===== src/rtl/rgb_luma_gain_pixel_assert.svh =====
// Assertion macros shared by the RTL of the luma gain pixel block
`ifndef RGB_LUMA_GAIN_PIXEL_ASSERT_SVH
`define RGB_LUMA_GAIN_PIXEL_ASSERT_SVH

// Check a consequence in the same cycle as its condition
`define RLG_ASSERT_SAME(label, clk, rst_n, pre, post, msg) \
  label: assert property (@(posedge clk) disable iff (!rst_n) (pre) |-> (post)) \
    else $error(msg);

// Check a consequence in the cycle after its condition
`define RLG_ASSERT_NEXT(label, clk, rst_n, pre, post, msg) \
  label: assert property (@(posedge clk) disable iff (!rst_n) (pre) |=> (post)) \
    else $error(msg);

`endif


===== src/rtl/rlg_pkg.sv =====
// Types, coefficients and rounding helper for the luma gain pixel block
`default_nettype none

package rlg_pkg;

  // Forward transform coefficients, Q2.10
  localparam logic [19:0] KY_R   = 20'd263;
  localparam logic [19:0] KY_G   = 20'd516;
  localparam logic [19:0] KY_B   = 20'd100;
  localparam logic [19:0] KU_R   = 20'd152;
  localparam logic [19:0] KU_G   = 20'd298;
  localparam logic [19:0] KU_B   = 20'd450;
  localparam logic [19:0] KV_R   = 20'd450;
  localparam logic [19:0] KV_G   = 20'd377;
  localparam logic [19:0] KV_B   = 20'd73;
  localparam logic [19:0] Y_BIAS = 20'd16384;
  localparam logic [19:0] UV_BIAS = 20'd131072;

  // Inverse transform coefficients, Q2.10
  localparam int unsigned AccW = 22;
  localparam logic signed [AccW-1:0] KI_Y  = 22'sd1192;
  localparam logic signed [AccW-1:0] KI_RV = 22'sd1634;
  localparam logic signed [AccW-1:0] KI_GV = 22'sd833;
  localparam logic signed [AccW-1:0] KI_GU = 22'sd400;
  localparam logic signed [AccW-1:0] KI_BU = 22'sd2066;

  // Offsets removed before the inverse transform
  localparam logic signed [8:0] Y_OFS  = 9'sd16;
  localparam logic signed [8:0] UV_OFS = 9'sd128;

  // Register indexes on the configuration port
  localparam logic REG_GAIN   = 1'b0;
  localparam logic REG_OFFSET = 1'b1;

  localparam logic [11:0] GAIN_RESET   = 12'd384;
  localparam logic [8:0]  OFFSET_RESET = 9'd0;

  typedef struct packed {
    logic [7:0] red;
    logic [7:0] green;
    logic [7:0] blue;
  } pix_t;

  typedef struct packed {
    logic [17:0] y;
    logic [17:0] u;
    logic [17:0] v;
  } yuv_acc_t;

  typedef struct packed {
    logic [7:0] y;
    logic [7:0] u;
    logic [7:0] v;
  } yuv8_t;

  typedef struct packed {
    logic signed [AccW-1:0] t;
    logic [7:0]             u;
    logic [7:0]             v;
  } luma_t;

  typedef struct packed {
    logic signed [AccW-1:0] yc;
    logic signed [AccW-1:0] rv;
    logic signed [AccW-1:0] gv;
    logic signed [AccW-1:0] gu;
    logic signed [AccW-1:0] bu;
  } prod_t;

  typedef struct packed {
    logic [11:0]       gain;
    logic signed [8:0] offset;
  } cfg_t;

  // Round a Q.10 accumulator to nearest, ties to even, clamp to 0..255
  function automatic logic [7:0] round_clamp(input logic signed [AccW-1:0] acc);
    logic [AccW-11:0] q;
    logic [9:0]       rem;
    logic [AccW-10:0] qr;
    logic             up;
    q   = acc[AccW-1:10];
    rem = acc[9:0];
    up  = (rem > 10'd512) || ((rem == 10'd512) && q[0]);
    qr  = {1'b0, q} + {{(AccW-10){1'b0}}, up};
    if (acc <= 0) begin
      return 8'd0;
    end else if (qr > (AccW-9)'(255)) begin
      return 8'd255;
    end else begin
      return qr[7:0];
    end
  endfunction

endpackage

`default_nettype wire


===== src/rtl/rlg_apb.sv =====
// Configuration registers behind the APB-style port
`default_nettype none

module rlg_apb (
  input  wire logic          clk_i,
  input  wire logic          rst_ni,
  input  wire logic          psel_i,
  input  wire logic          penable_i,
  input  wire logic          pwrite_i,
  input  wire logic [2:0]    paddr_i,
  input  wire logic [31:0]   pwdata_i,
  output logic [31:0]        prdata_o,
  output rlg_pkg::cfg_t      cfg_o
);

  logic [11:0] gain_q;
  logic [8:0]  offset_q;
  logic        wr_en;
  logic        reg_sel;

  // Decode the word index and the access phase
  assign reg_sel = paddr_i[2];
  assign wr_en   = psel_i & penable_i & pwrite_i;

  // Write the registers
  always_ff @(posedge clk_i or negedge rst_ni) begin
    if (!rst_ni) begin
      gain_q   <= rlg_pkg::GAIN_RESET;
      offset_q <= rlg_pkg::OFFSET_RESET;
    end else if (wr_en) begin
      case (reg_sel)
        rlg_pkg::REG_GAIN:   gain_q   <= pwdata_i[11:0];
        rlg_pkg::REG_OFFSET: offset_q <= pwdata_i[8:0];
        default: ;
      endcase
    end
  end

  // Return the selected register on reads
  always_comb begin
    case (reg_sel)
      rlg_pkg::REG_GAIN:   prdata_o = {20'd0, gain_q};
      rlg_pkg::REG_OFFSET: prdata_o = {23'd0, offset_q};
      default:             prdata_o = 32'd0;
    endcase
  end

  assign cfg_o.gain   = gain_q;
  assign cfg_o.offset = $signed(offset_q);

endmodule

`default_nettype wire


===== src/rtl/rlg_fwd.sv =====
// Forward RGB to YUV transform: products and sums, then rounding
`default_nettype none

module rlg_fwd (
  input  wire logic           clk_i,
  input  wire logic           rst_ni,
  input  wire logic           en_i,
  input  wire logic           valid_i,
  input  rlg_pkg::pix_t       pix_i,
  output logic                acc_valid_o,
  output logic                valid_o,
  output rlg_pkg::yuv8_t      yuv_o
);

  logic [19:0]       r_w, g_w, b_w;
  logic [19:0]       y_sum, u_sum, v_sum;
  rlg_pkg::yuv_acc_t acc_d, acc_q;
  rlg_pkg::yuv8_t    yuv_d, yuv_q;
  logic              v1_q, v2_q;

  // Form the three weighted sums; all stay positive for 8-bit inputs
  always_comb begin
    r_w   = 20'(pix_i.red);
    g_w   = 20'(pix_i.green);
    b_w   = 20'(pix_i.blue);
    y_sum = rlg_pkg::KY_R * r_w + rlg_pkg::KY_G * g_w + rlg_pkg::KY_B * b_w
          + rlg_pkg::Y_BIAS;
    u_sum = rlg_pkg::KU_B * b_w + rlg_pkg::UV_BIAS - rlg_pkg::KU_R * r_w
          - rlg_pkg::KU_G * g_w;
    v_sum = rlg_pkg::KV_R * r_w + rlg_pkg::UV_BIAS - rlg_pkg::KV_G * g_w
          - rlg_pkg::KV_B * b_w;
    acc_d.y = y_sum[17:0];
    acc_d.u = u_sum[17:0];
    acc_d.v = v_sum[17:0];
  end

  // Round and clamp each channel
  always_comb begin
    yuv_d.y = rlg_pkg::round_clamp($signed(22'(acc_q.y)));
    yuv_d.u = rlg_pkg::round_clamp($signed(22'(acc_q.u)));
    yuv_d.v = rlg_pkg::round_clamp($signed(22'(acc_q.v)));
  end

  // Advance the valid bits
  always_ff @(posedge clk_i or negedge rst_ni) begin
    if (!rst_ni) begin
      v1_q <= 1'b0;
      v2_q <= 1'b0;
    end else if (en_i) begin
      v1_q <= valid_i;
      v2_q <= v1_q;
    end
  end

  // Advance the data
  always_ff @(posedge clk_i) begin
    if (en_i) begin
      acc_q <= acc_d;
      yuv_q <= yuv_d;
    end
  end

  assign acc_valid_o = v1_q;
  assign valid_o     = v2_q;
  assign yuv_o       = yuv_q;

endmodule

`default_nettype wire


===== src/rtl/rlg_luma.sv =====
// Luma gain and offset, then the inverse transform products
`default_nettype none

module rlg_luma (
  input  wire logic           clk_i,
  input  wire logic           rst_ni,
  input  wire logic           en_i,
  input  wire logic           valid_i,
  input  rlg_pkg::yuv8_t      yuv_i,
  input  rlg_pkg::cfg_t       cfg_i,
  output logic                luma_valid_o,
  output logic                valid_o,
  output rlg_pkg::prod_t      prod_o
);

  logic [19:0]            gain_prod;
  rlg_pkg::luma_t         luma_d, luma_q;
  logic [7:0]             y_adj;
  logic signed [8:0]      c_w, d_w, e_w;
  rlg_pkg::prod_t         prod_d, prod_q;
  logic                   v3_q, v4_q;

  // Scale luma and add the offset in Q.8
  always_comb begin
    gain_prod = 20'(yuv_i.y) * 20'(cfg_i.gain);
    luma_d.t  = $signed({2'b00, gain_prod})
              + $signed({{5{cfg_i.offset[8]}}, cfg_i.offset, 8'h00});
    luma_d.u  = yuv_i.u;
    luma_d.v  = yuv_i.v;
  end

  // Truncate, clamp and remove the offsets
  always_comb begin
    if (luma_q.t <= 0) begin
      y_adj = 8'd0;
    end else if (luma_q.t[21:8] > 14'd255) begin
      y_adj = 8'd255;
    end else begin
      y_adj = luma_q.t[15:8];
    end
    c_w = $signed({1'b0, y_adj}) - rlg_pkg::Y_OFS;
    d_w = $signed({1'b0, luma_q.u}) - rlg_pkg::UV_OFS;
    e_w = $signed({1'b0, luma_q.v}) - rlg_pkg::UV_OFS;
    prod_d.yc = 22'(c_w) * rlg_pkg::KI_Y;
    prod_d.rv = 22'(e_w) * rlg_pkg::KI_RV;
    prod_d.gv = 22'(e_w) * rlg_pkg::KI_GV;
    prod_d.gu = 22'(d_w) * rlg_pkg::KI_GU;
    prod_d.bu = 22'(d_w) * rlg_pkg::KI_BU;
  end

  // Advance the valid bits
  always_ff @(posedge clk_i or negedge rst_ni) begin
    if (!rst_ni) begin
      v3_q <= 1'b0;
      v4_q <= 1'b0;
    end else if (en_i) begin
      v3_q <= valid_i;
      v4_q <= v3_q;
    end
  end

  // Advance the data
  always_ff @(posedge clk_i) begin
    if (en_i) begin
      luma_q <= luma_d;
      prod_q <= prod_d;
    end
  end

  assign luma_valid_o = v3_q;
  assign valid_o      = v4_q;
  assign prod_o       = prod_q;

endmodule

`default_nettype wire


===== src/rtl/rlg_inv.sv =====
// Inverse transform sums, rounding and the output register
`default_nettype none

module rlg_inv (
  input  wire logic           clk_i,
  input  wire logic           rst_ni,
  input  wire logic           en_i,
  input  wire logic           valid_i,
  input  rlg_pkg::prod_t      prod_i,
  output logic                valid_o,
  output rlg_pkg::pix_t       pix_o
);

  logic signed [rlg_pkg::AccW-1:0] r_acc, g_acc, b_acc;
  rlg_pkg::pix_t                   pix_d, pix_q;
  logic                            v5_q;

  // Sum the products and round each channel
  always_comb begin
    r_acc       = prod_i.yc + prod_i.rv;
    g_acc       = prod_i.yc - prod_i.gv - prod_i.gu;
    b_acc       = prod_i.yc + prod_i.bu;
    pix_d.red   = rlg_pkg::round_clamp(r_acc);
    pix_d.green = rlg_pkg::round_clamp(g_acc);
    pix_d.blue  = rlg_pkg::round_clamp(b_acc);
  end

  // Hold the output word until taken
  always_ff @(posedge clk_i or negedge rst_ni) begin
    if (!rst_ni) begin
      v5_q <= 1'b0;
    end else if (en_i) begin
      v5_q <= valid_i;
    end
  end

  always_ff @(posedge clk_i) begin
    if (en_i) begin
      pix_q <= pix_d;
    end
  end

  assign valid_o = v5_q;
  assign pix_o   = pix_q;

endmodule

`default_nettype wire


===== src/rtl/rgb_luma_gain_pixel.sv =====
// An accepted input word moves through the acc, yuv, luma, prod and output registers in that order.
// Throughput: one word per cycle while the output is not stalled; five register stages move together.
// A stalled output word freezes every stage, so nothing is lost or repeated.
// Reset clears all stage valid bits and sets gain to 384 (1.5) and offset to 0.
`default_nettype none

`include "rgb_luma_gain_pixel_assert.svh"

module rgb_luma_gain_pixel (
  input  wire logic        clk_i,
  input  wire logic        rst_ni,
  input  wire logic        in_valid_i,
  output logic             in_ready_o,
  input  wire logic [7:0]  in_red_i,
  input  wire logic [7:0]  in_green_i,
  input  wire logic [7:0]  in_blue_i,
  output logic             out_valid_o,
  input  wire logic        out_ready_i,
  output logic [7:0]       out_red_o,
  output logic [7:0]       out_green_o,
  output logic [7:0]       out_blue_o,
  input  wire logic        psel,
  input  wire logic        penable,
  input  wire logic        pwrite,
  input  wire logic [2:0]  paddr,
  input  wire logic [31:0] pwdata,
  output logic [31:0]      prdata,
  output logic             pready
);

  logic           pipe_en;
  rlg_pkg::pix_t  in_pix, out_pix;
  rlg_pkg::yuv8_t yuv;
  rlg_pkg::prod_t prod;
  rlg_pkg::cfg_t  cfg;
  logic           s1_valid, s2_valid, s3_valid, s4_valid;

  // Advance the whole pipeline unless the output word is stuck
  assign pipe_en    = !out_valid_o || out_ready_i;
  assign in_ready_o = pipe_en;
  assign pready     = 1'b1;

  assign in_pix.red   = in_red_i;
  assign in_pix.green = in_green_i;
  assign in_pix.blue  = in_blue_i;

  rlg_apb u_apb (
    .clk_i     (clk_i),
    .rst_ni    (rst_ni),
    .psel_i    (psel),
    .penable_i (penable),
    .pwrite_i  (pwrite),
    .paddr_i   (paddr),
    .pwdata_i  (pwdata),
    .prdata_o  (prdata),
    .cfg_o     (cfg)
  );

  rlg_fwd u_fwd (
    .clk_i       (clk_i),
    .rst_ni      (rst_ni),
    .en_i        (pipe_en),
    .valid_i     (in_valid_i),
    .pix_i       (in_pix),
    .acc_valid_o (s1_valid),
    .valid_o     (s2_valid),
    .yuv_o       (yuv)
  );

  rlg_luma u_luma (
    .clk_i        (clk_i),
    .rst_ni       (rst_ni),
    .en_i         (pipe_en),
    .valid_i      (s2_valid),
    .yuv_i        (yuv),
    .cfg_i        (cfg),
    .luma_valid_o (s3_valid),
    .valid_o      (s4_valid),
    .prod_o       (prod)
  );

  rlg_inv u_inv (
    .clk_i   (clk_i),
    .rst_ni  (rst_ni),
    .en_i    (pipe_en),
    .valid_i (s4_valid),
    .prod_i  (prod),
    .valid_o (out_valid_o),
    .pix_o   (out_pix)
  );

  assign out_red_o   = out_pix.red;
  assign out_green_o = out_pix.green;
  assign out_blue_o  = out_pix.blue;

  // Stage valid bits freeze while the output stalls
  `RLG_ASSERT_NEXT(a_stall_freeze, clk_i, rst_ni, !pipe_en,
    $stable({s1_valid, s2_valid, s3_valid, s4_valid, out_valid_o}),
    "pipeline moved during a stall")

  // An accepted word occupies the first stage
  `RLG_ASSERT_NEXT(a_accept_enters, clk_i, rst_ni, in_valid_i && in_ready_o,
    s1_valid, "accepted word missing from first stage")

  // A word in the last product stage reaches the output when the pipe moves
  `RLG_ASSERT_NEXT(a_reach_out, clk_i, rst_ni, pipe_en && s4_valid,
    out_valid_o, "word lost before the output register")

  // A gain write lands in the register
  `RLG_ASSERT_NEXT(a_gain_write, clk_i, rst_ni,
    psel && penable && pwrite && (paddr[2] == rlg_pkg::REG_GAIN),
    cfg.gain == $past(pwdata[11:0]), "gain write not taken")

endmodule

`default_nettype wire

===== config.mk =====
export PLATFORM = sky130hd
export DESIGN_NAME = rgb_luma_gain_pixel
export DESIGN_NICKNAME = d
export VERILOG_FILES = /design/src/rtl/rlg_pkg.sv /design/src/rtl/rlg_apb.sv /design/src/rtl/rlg_fwd.sv /design/src/rtl/rlg_luma.sv /design/src/rtl/rlg_inv.sv /design/src/rtl/rgb_luma_gain_pixel.sv
export VERILOG_INCLUDE_DIRS = /design/src /design/src/rtl
export SDC_FILE = /design/constraint.sdc
export NUM_CORES = 1
export LEC_CHECK = 0
export CAP_MARGIN = 20
export CORE_ASPECT_RATIO = 1.5
export CORE_MARGIN = 3
export CORE_UTILIZATION = 58
export DETAILED_ROUTE_END_ITERATION = 6
export DONT_BUFFER_PORTS = 1
export GPL_ROUTABILITY_DRIVEN = 1
export PLACE_DENSITY_LB_ADDON = 0.2
export SLEW_MARGIN = 5
export SYNTH_ARGS = -nofsm -noshare
export SYNTH_HDL_FRONTEND = slang
export SYNTH_HIERARCHICAL = 1
export SYNTH_SLANG_ARGS = --single-unit

===== constraint.sdc =====
create_clock -name clk_i -period 8.2 [get_ports clk_i]
set_clock_uncertainty 0.2 [all_clocks]
set_input_delay 0.82 -clock clk_i [delete_from_list [all_inputs] [get_ports clk_i]]
set_output_delay 0.82 -clock clk_i [all_outputs]
set_load 0.1 [all_outputs]

==> results.cfg <==
[floorplan]
core_area_um2 = 55970
die-width_um = 200.6
start_util_pct = 58.86
io_pins = 125
dieArea_um2 = 59760
row_count = 106
dieHeight_um = 297.9

[global_routing]
grt_pass1_wl_um = 117900
grt_max_degree = 160
grt_pass1_vias = 24430
antenna_found_initial = 0
track_usage_pct = 23.74
grt-ovfl-total = 0

[worst_setup_path]
critPathRequiredTime_ns = 8.31
startpoint_type = flop
r2r-end = u_luma/luma_q[37]
cp.arrival_ns = 6.71
regToRegStartpoint = u_fwd/yuv_o[23]
critPathMaxFanout = 12
reg2reg_depth = 21
worstSetupEndpointType = flop
r2r_slack_ns = 1.60
crit_type = flop to flop

[timing]
period_minus_slack_ns = 6.601
fin_setup_tns_ns = 0
fin_crit_sh_pct = 80.50
setup_viol = 0
timing.fmax_ghz = 0.1515
slew_headroom_pct = 28.57
tightest_slew_ns = 1.067
hold_viol = 0
slew_violations = 0
rsz0062_at_grt = no

[logic_synthesis]
synth-seq-area-share_pct = 22.49
synth_fa_ha_area_share_pct = 39.16
synth-seq-cells = 251
ys_types = 112
ys_async_sr_fraction_pct = 10.36
postSynthAreaPerCell_um2 = 9.983
syn_inst = 3300
synth_edf_count = 225
synthMuxAreaShare_pct = 1.690
synthSimpleGateAreaFrac_pct = 10.39
yosys.area_share.xor_xnor_pct = 5.928
synth-main-ff-cell = edfxtp_1
synth_area_um2 = 32950
synth_top_family_by_area = adder cells
synth_compound_area_share_pct = 12.50
yosysWarnings = 6

[placement]
hpwl_um = 57960
finalWeightedCongestion = 0.9337
io_buffer_count = 0

[worst_hold_path]
min_path_cells = 0
hp-class = input pin to flop
min_from = in_red_i[0]
min_to = u_fwd/acc_q[36]

[layout]
layout_common_cells = 620 x ha_1, 572 x inv_1, 257 x fa_1
fill_cells = 4677
finalNetCount = 4242
diodes = 0
final_common_cell = ha_1
multi_input_area_um2 = 23080
drive_above_1_share_pct = 4.788
seq_area_um2 = 7410
syn_to_final_growth_pct = 5.150

[route]
num_vias = 23190
post-route-drc-count = 0
drt-vias-per-instance = 5.687
drtIter0Drc = 825
wire_per_inst_um = 17.18
drtAntennaViolNets = 0
totalWireLength_um = 70040
first_pass_iters = 5

[clock_tree]
htreeDepth = 1
cts-root-buf = clkbuf_16
cts.sinks = 251
clockBufferDepth = 3
numCtsBuffers = 28
path_clk_slew_ns = 0.06
post_cts_buffers = 0
tritoncts = built
clkLatencyLatePin_ns = 0.57

[flow_run]
drv_cap = 0

[outcome]
status = complete, no violations
==> critical path, stage by stage (launching register included) <==
cell	delay, ns
edfxtp_1	0.56
and2_1	0.26
fa_1	0.50
fa_1	0.52
fa_1	0.55
inv_1	0.05
fa_1	0.53
inv_1	0.04
ha_1	0.33
o21a_4	0.19
nand4_1	0.11
o211a_1	0.29
a211o_1	0.35
or3_1	0.32
o2111ai_1	0.17
ha_1	0.25
nand2_1	0.11
a2111oi_0	0.41
a21oi_1	0.19
a31oi_1	0.20
nor2_1	0.07
xnor2_1	0.12
==> sequential cells by signal, summed over array words and instances (netlist names) <==
register and cells:
u_fwd/acc_q 53, u_apb/offset_q 9, u_luma/valid_o 1, u_luma/luma_q 38
u_inv/valid_o 1, u_apb/gain_q 12, u_inv/pix_o 24, u_fwd/acc_valid_o 1
u_fwd/yuv_o 24, u_fwd/valid_o 1, u_luma/prod_o 86, u_luma/luma_valid_o 1
==> metal layers <==
layer	wire (um)	global-route usage [%]	up-vias
li1	-	-	11350
met1	26650	25.71	11310
met2	38120	46.45	381
met3	2003	2.328	147
met4	3258	10.25	0
met5	0	0	-
==> synth_stat cells, types with 46 or more instances <==
cell type / instances / area, um^2
a21o_1: 51 / 382.9
a21oi_1: 172 / 860.8
and2_1: 90 / 563.0
buf_4: 46 / 345.3
edfxtp_1: 225 / 6756
fa_1: 257 / 5145
ha_1: 620 / 7757
inv_1: 572 / 2147
nand2_1: 130 / 488.0
nor2_1: 163 / 611.8
nor3_1: 53 / 265.3
o21ai_0: 95 / 475.5
xnor2_1: 157 / 1375
xor2_1: 66 / 578.1
==> cell type report <==
class	instances	share of cell area, %
clock inverters	22	0.8090
flip-flops and latches	251	21.39
inverters	572	6.198
repair buffers	6	0.2023
clock buffers	30	2.044
multi-input cells	2440	66.63
well taps	756	2.731
==> through the flow <==
| stage | setup WS [ns] | util (%) | hold slack, ns | area [um^2] | cells |
|---|---|---|---|---|---|
| floorplan | 2.249 | - | 0.2003 | 33050 | 3327 |
| global placement | 1.795 | 60.07 | 0.2009 | 33620 | 4022 |
| detailed placement | 1.678 | 60.07 | 0.2045 | 33620 | 4022 |
| CTS | 1.658 | 61.89 | 0.09821 | 34640 | 4076 |
| global route | 1.286 | 61.90 | 0.1020 | 34640 | 4077 |
| finish | 1.599 | 61.90 | 0.1446 | 34640 | 4077 |
==> how the worst max path moves through the flow <==
stage	from	to	depth (start not counted)
finish	u_fwd/yuv_o[23]	u_luma/luma_q[37]	21
global route	u_fwd/yuv_o[23]	u_luma/luma_q[37]	21
CTS	u_fwd/yuv_o[23]	u_luma/luma_q[37]	21
detailed placement	u_fwd/yuv_o[23]	u_luma/luma_q[37]	21
global placement	u_fwd/yuv_o[23]	u_luma/luma_q[37]	21
floorplan	u_fwd/yuv_o[20]	u_luma/luma_q[37]	22
==> cells by family after synthesis <==
kind of cell / after synthesis
other: 3
AO/OA/AOI/OAI: 604
multiplexers: 50
AND/OR/NAND/NOR: 656
adder cells (fa/ha/maj): 877
flip-flops: 251
XOR/XNOR: 223
buffers and inverters: 636
==> what timing repair did <==
action	CTS	global route
setup endpoints to repair	0	0
hold endpoints to repair	26	0
hold buffers	2	0
resized for setup	0	0
Power is left out: the tool's default activity adds up to more than one toggle a clock period on the data nets, which glitch-free logic cannot reach.
